--- src/rtl/core/cma_pkg.sv ---
`default_nettype none
// ----------------------------------------------------------------------------
// cma_pkg
// Shared constants and types of the complex moving average.
// ----------------------------------------------------------------------------
package cma_pkg;

   localparam int WIN_W       = 11;
   localparam int SCALE_W     = 18;
   localparam int FRAC_BITS   = 16;
   localparam int FIFO_DEPTH  = 8;
   localparam int CSR_INDEX_W = 2;

   localparam logic [WIN_W-1:0]          WIN_RESET      = 11'd1;
   localparam logic signed [SCALE_W-1:0] SCALE_RE_RESET = 18'sd65536;
   localparam logic signed [SCALE_W-1:0] SCALE_IM_RESET = 18'sd0;

   typedef enum logic [CSR_INDEX_W-1:0] {
      CSR_WINDOW   = 2'd0,
      CSR_SCALE_RE = 2'd1,
      CSR_SCALE_IM = 2'd2
   } csr_index_type;

endpackage
`default_nettype wire

--- src/rtl/core/cma_rsp_fifo.sv ---
`default_nettype none
// ----------------------------------------------------------------------------
// cma_rsp_fifo
// Result queue between the arithmetic pipeline and the result channel.
// ----------------------------------------------------------------------------
module cma_rsp_fifo import cma_pkg::*; #(
   parameter int W = 33
) (
   input  wire logic         clock,
   input  wire logic         reset,
   input  wire logic         wr_en,
   input  wire logic [W-1:0] wr_data,
   output logic              rd_valid,
   input  wire logic         rd_ready,
   output logic      [W-1:0] rd_data
);

   localparam int PTR_W = $clog2(FIFO_DEPTH);
   localparam int CNT_W = $clog2(FIFO_DEPTH + 1);

   logic [W-1:0]     store_ff [FIFO_DEPTH];
   logic [PTR_W-1:0] head_ff, tail_ff;
   logic [CNT_W-1:0] count_ff, count_in;
   logic             rd_beat;

   assign rd_beat  = rd_valid & rd_ready;
   assign count_in = count_ff + CNT_W'(wr_en) - CNT_W'(rd_beat);

   always_ff @(posedge clock) begin
      if (reset) begin
         head_ff  <= '0;
         tail_ff  <= '0;
         count_ff <= '0;
      end else begin
         if (wr_en) begin
            tail_ff <= (tail_ff == PTR_W'(FIFO_DEPTH - 1)) ? '0 : tail_ff + PTR_W'(1);
         end
         if (rd_beat) begin
            head_ff <= (head_ff == PTR_W'(FIFO_DEPTH - 1)) ? '0 : head_ff + PTR_W'(1);
         end
         count_ff <= count_in;
      end
   end

   always_ff @(posedge clock) begin
      if (wr_en) begin
         store_ff[tail_ff] <= wr_data;
      end
   end

   assign rd_valid = (count_ff != '0);
   assign rd_data  = store_ff[head_ff];

endmodule
`default_nettype wire
--- config.mk ---
export PLATFORM = sky130hd
export DESIGN_NAME = cma_rsp_fifo
export DESIGN_NICKNAME = d
export VERILOG_FILES = /design/src/rtl/core/cma_pkg.sv /design/src/rtl/core/cma_rsp_fifo.sv
export SDC_FILE = /design/constraint.sdc
export NUM_CORES = 1
export LEC_CHECK = 0
export BUFFER_PORTS_ARGS = -buffer_cell sky130_fd_sc_hd__buf_2
export CAP_MARGIN = 10
export CORE_MARGIN = 2
export CORE_UTILIZATION = 30
export DETAILED_ROUTE_END_ITERATION = 8
export SYNTH_ARGS = -nofsm -noshare
export SYNTH_HDL_FRONTEND = slang
export SYNTH_SLANG_ARGS = --single-unit
--- constraint.sdc ---
create_clock -name clock -period 5.4 [get_ports clock]
set_input_delay 1.62 -clock clock [delete_from_list [all_inputs] [get_ports clock]]
set_output_delay 1.62 -clock clock [all_outputs]
set_load 0.02 [all_outputs]
After elaboration in Yosys (flattened, before gate mapping)
Memory sizes are Yosys's and may differ from the RTL's. A register that Yosys moved wholly into a read port is not among the register bits.
Index checks and enable logic that the tools add are counted.
W data, S select, Z words.
- eq/ne operators: 2
- divide/modulo/power cells: 0
- shift-type cells: 0
- multipliers: 0
- bitwise logic cells: 1
- reduce and logical (&&, ||, !) cells: 1
- $lt $le $gt $ge: 0
- add/sub/neg operators: 4
- multiplexer cells: 6
- operator list (cell ; count):
    $mux W3 ; 4
    $add A3 B1 Y3 const B ; 2
    $eq A3 B3 Y1 const B ; 2
    $add A4 B1 Y4 ; 1
    $reduce_bool A4 Y1 ; 1
    $sub A4 B1 Y4 ; 1
    $mux W1 ; 2
    $and A1 B1 Y1 ; 1
- latch bits: 0
- register bits: 10
- input port bits: 37
- memories kept: 1
- output and inout port bits: 34
- memory bits (writable): 264
- bits in read-only memories: 0
- memory list (name ; words ; bits a word ; rd ports ; clocked after memory_dff ; write ports ; RTL line ; source):
    store_ff ; 8 ; 33 ; 1 ; 1 ; 1 ; cma_rsp_fifo.sv:21 ; logic [W-1:0] store_ff [FIFO_DEPTH];

Depth between registers and ports, before layout
- word-level depth: 4
- mapped depth: 10
- depth with buffers taken out: 10

Worst setup path before layout
Ideal clock, no wire load.
- path kind: input port to flip-flop
- from: in wr_en
- to: mem store_ff[0][0], enable pin
- arrival time: 3987 ps
- stages: 2
- slack: 948 ps
- cells stage by stage: nand2b_1 nor3_1
- word-level cells in the longest chain between the ends: 2
- RTL lines (element ; RTL line ; source):
    start: declaration ; cma_rsp_fifo.sv:11 ; input wire logic wr_en,
    $mux W1 ; cma_rsp_fifo.sv:46 ; if (wr_en) begin
    $mux W1 (implied by the code) ; cma_rsp_fifo.sv:47 ; store_ff[tail_ff] <= wr_data;
    end: declaration ; cma_rsp_fifo.sv:21 ;
No other way between the ends.

==> results.toml <==
[worst_setup_path]
required_ps = 3780
worstSetupPathType = "reg2out"
crit_arrival_ps = 2730
r2r_cells = 10
rr_startpoint = "count_ff[2]"
cp-start-kind = "register"
reg2reg_slack_ps = 3030
cp-end-kind = "primary output"
reg2reg_to = "count_ff[2]"
crit_fanout = 34

[clock_network]
cts_tree = "done"
ctsHoldBuffers = 0
post_cts_buffers = 0
cts_root_buffer = "clkbuf_16"
ctsLongestPathBuffers = 3
cts_resized = 0
cts_htree_levels = 1
clk_latency_ps = 530
cts_buffers = 28
clkSinkCount = 277
clk_pin_slew_ps = 60

[pwr]
power.leakage_nw = 3.97
ir_drop_uv = 222
power_per_cell_area_nw_per_um2 = 412
switching_share_pct = 23.4
internal_power_mw = 3.95
power.switching_mw = 1.20
combPwrFrac_pct = 12.6
sequentialPowerShare_pct = 48.6
p_clk_share_pct = 38.8

[sta]
tightest_slew_ps = 1140
fin_tns_setup_ps = 0
rsz0062_at_grt = "no"
setup_violations = 0
fin_crit_ps = 4350
finalHoldViolations = 0
clock_skew_ps = 8.00
report.final.slew_viol_count = 0
hold-worst-slack_ps = 528
max_freq_mhz = 230
max_slew_margin_pct = 24.0
post-route-period-util_pct = 80.6

[logic_synthesis]
yosysWarnings = 0
ys_seq_area_share_pct = 77.2
ys_ff_latch = 277
syn_inst = 456
syn_nets = 502
yosysTopAreaCell = "edfxtp_1"
syn_avg_cell_area_um2 = 23.2
synth_cell_types = 27
synth.top_cell.area_share_pct = 74.8
synth_area_leaders = "edfxtp_1, mux4_2, mux2_2, mux4_1, dfxtp_1"
synthesis.area_um2 = 10600

[global_routing]
antenna_found_initial = 4
grt_pass1_vias = 5250
grt_overflow = 0
grt_pass1_wl_um = 32100
grt_usage_pct = 11.8
grt_max_degree = 67

[die]
start_util_pct = 30.5
die_h_um = 192
num_rows = 68
die_area_um2 = 36900
core_area_um2 = 34700
io_pins = 71
die_x_um = 192

[status]
status = "complete, no violations"

[min_path]
whs_path_depth = 2
hold_class = "reg2reg"
min_from = "head_ff[2]"

[finish]
drive_above_1_share_pct = 39.3
layout.nets = 592
mostFrequentLayoutCells = "edfxtp_1, buf_2, mux4_2"
final_common_cell = "edfxtp_1"
area_delta_synth_final_pct = 18.0

[route]
drtIter0Drc = 267
drtAntennaViolNets = 0
num_vias = 4816
viasPerCell = 4.71
drc = 0
totalWireLength_um = 21300
wl_per_cell_um = 20.9
drt_pre_antenna_iters = 4

[placement]
io_buffers = 70
hpwlAfterDp_um = 12200
place_congestion = 0.627

[run]
maxCapViolCount = 0
## worst max-delay path, cell delays in order, from the launching register on
cell     delay (ps)
dfxtp_4         790
buf_12          340
mux4_1          590
mux2_2          290
buf_2           160
## routing by layer
layer	track usage, %	routed length (µm)	vias to the layer above	share of wire, %
met2	21.0	11100	90	52
met1	14.7	8980	2579	42
li1	-	-	2106	-
met3	2.27	802	37	3.8
met5	0	19	-	0.089
met4	2.91	473	4	2.2
## area by class of cell
class,count,area (µm²)
well taps,455,569
repair buffers,79,430
fillers,3193,22200
multi-input cells,154,2320
clock buffers,33,741
flip-flops and latches,277,8200
inverters,6,22.5
clock inverters,18,226
diodes,1,2.50
## sequential cells by signal, indices dropped and copies added, names as in the netlist, named ones only
signal    cells
tail_ff       3
head_ff       3
store_ff    264
count_ff      4
## through the flow
| stage | power [mW] | area (µm²) | std cells | setup WS, ps | util [%] |
|---|---|---|---|---|---|
| floorplan | 2.99 | 10600 | 456 | 948 | - |
| global placement | 3.19 | 11500 | 971 | 1530 | 33.2 |
| detailed placement | 3.22 | 11500 | 971 | 1490 | 33.2 |
| CTS | 5.22 | 12500 | 1022 | 933 | 36.0 |
| global route | 5.34 | 12500 | 1022 | 857 | 36.0 |
| finish | 5.15 | 12500 | 1023 | 1050 | 36.0 |
## cells in the mapped netlist
cell type and number:
nor2_1 11, o21ai_0 4, a21oi_1 9, nand3b_1 1
a31o_2 1, dfxtp_1 13, nor3_1 2, edfxtp_1 264
mux2_2 33, fa_1 1, buf_6 3, mux2i_1 2
nor2b_1 2, mux4_1 11, buf_1 1, nand2b_1 5
clkbuf_1 7, mux4_2 55, nand3_1 4, nor3b_1 1
xnor2_1 1, buf_8 2, buf_2 6, or4_1 1
inv_1 6, nand2_1 2, ha_1 8
## worst max path at each step
stage,slack [ps],startpoint,to
after floorplan,950,wr_en,store_ff[0][0]
after global placement,1530,register,rd_data[30]
after detailed placement,1490,register,rd_data[30]
after CTS,930,register,rd_data[30]
after global routing,860,register,rd_data[25]
final,1050,register,rd_data[30]
## power by group through the flow
stage / logic (mW) / clock network (mW) / registers (mW)
floorplan: 0.509 / 0 / 2.48
global placement: 0.641 / 0 / 2.55
detailed placement: 0.668 / 0 / 2.56
CTS: 0.670 / 2.04 / 2.51
global route: 0.709 / 2.12 / 2.52
finish: 0.651 / 2.00 / 2.50
## cells by family after synthesis
group / after synthesis / synth area share, %
AO/OA/AOI/OAI: 14 / 0.696
AND/OR/NAND/NOR: 29 / 1.37
flip-flops: 277 / 77.2
multiplexers: 101 / 18.1
adder cells (fa/ha/maj): 9 / 1.13
XOR/XNOR: 1 / 0.0826
buffers and inverters: 25 / 1.38
No activity file was read; power rests on OpenSTA's default activity.
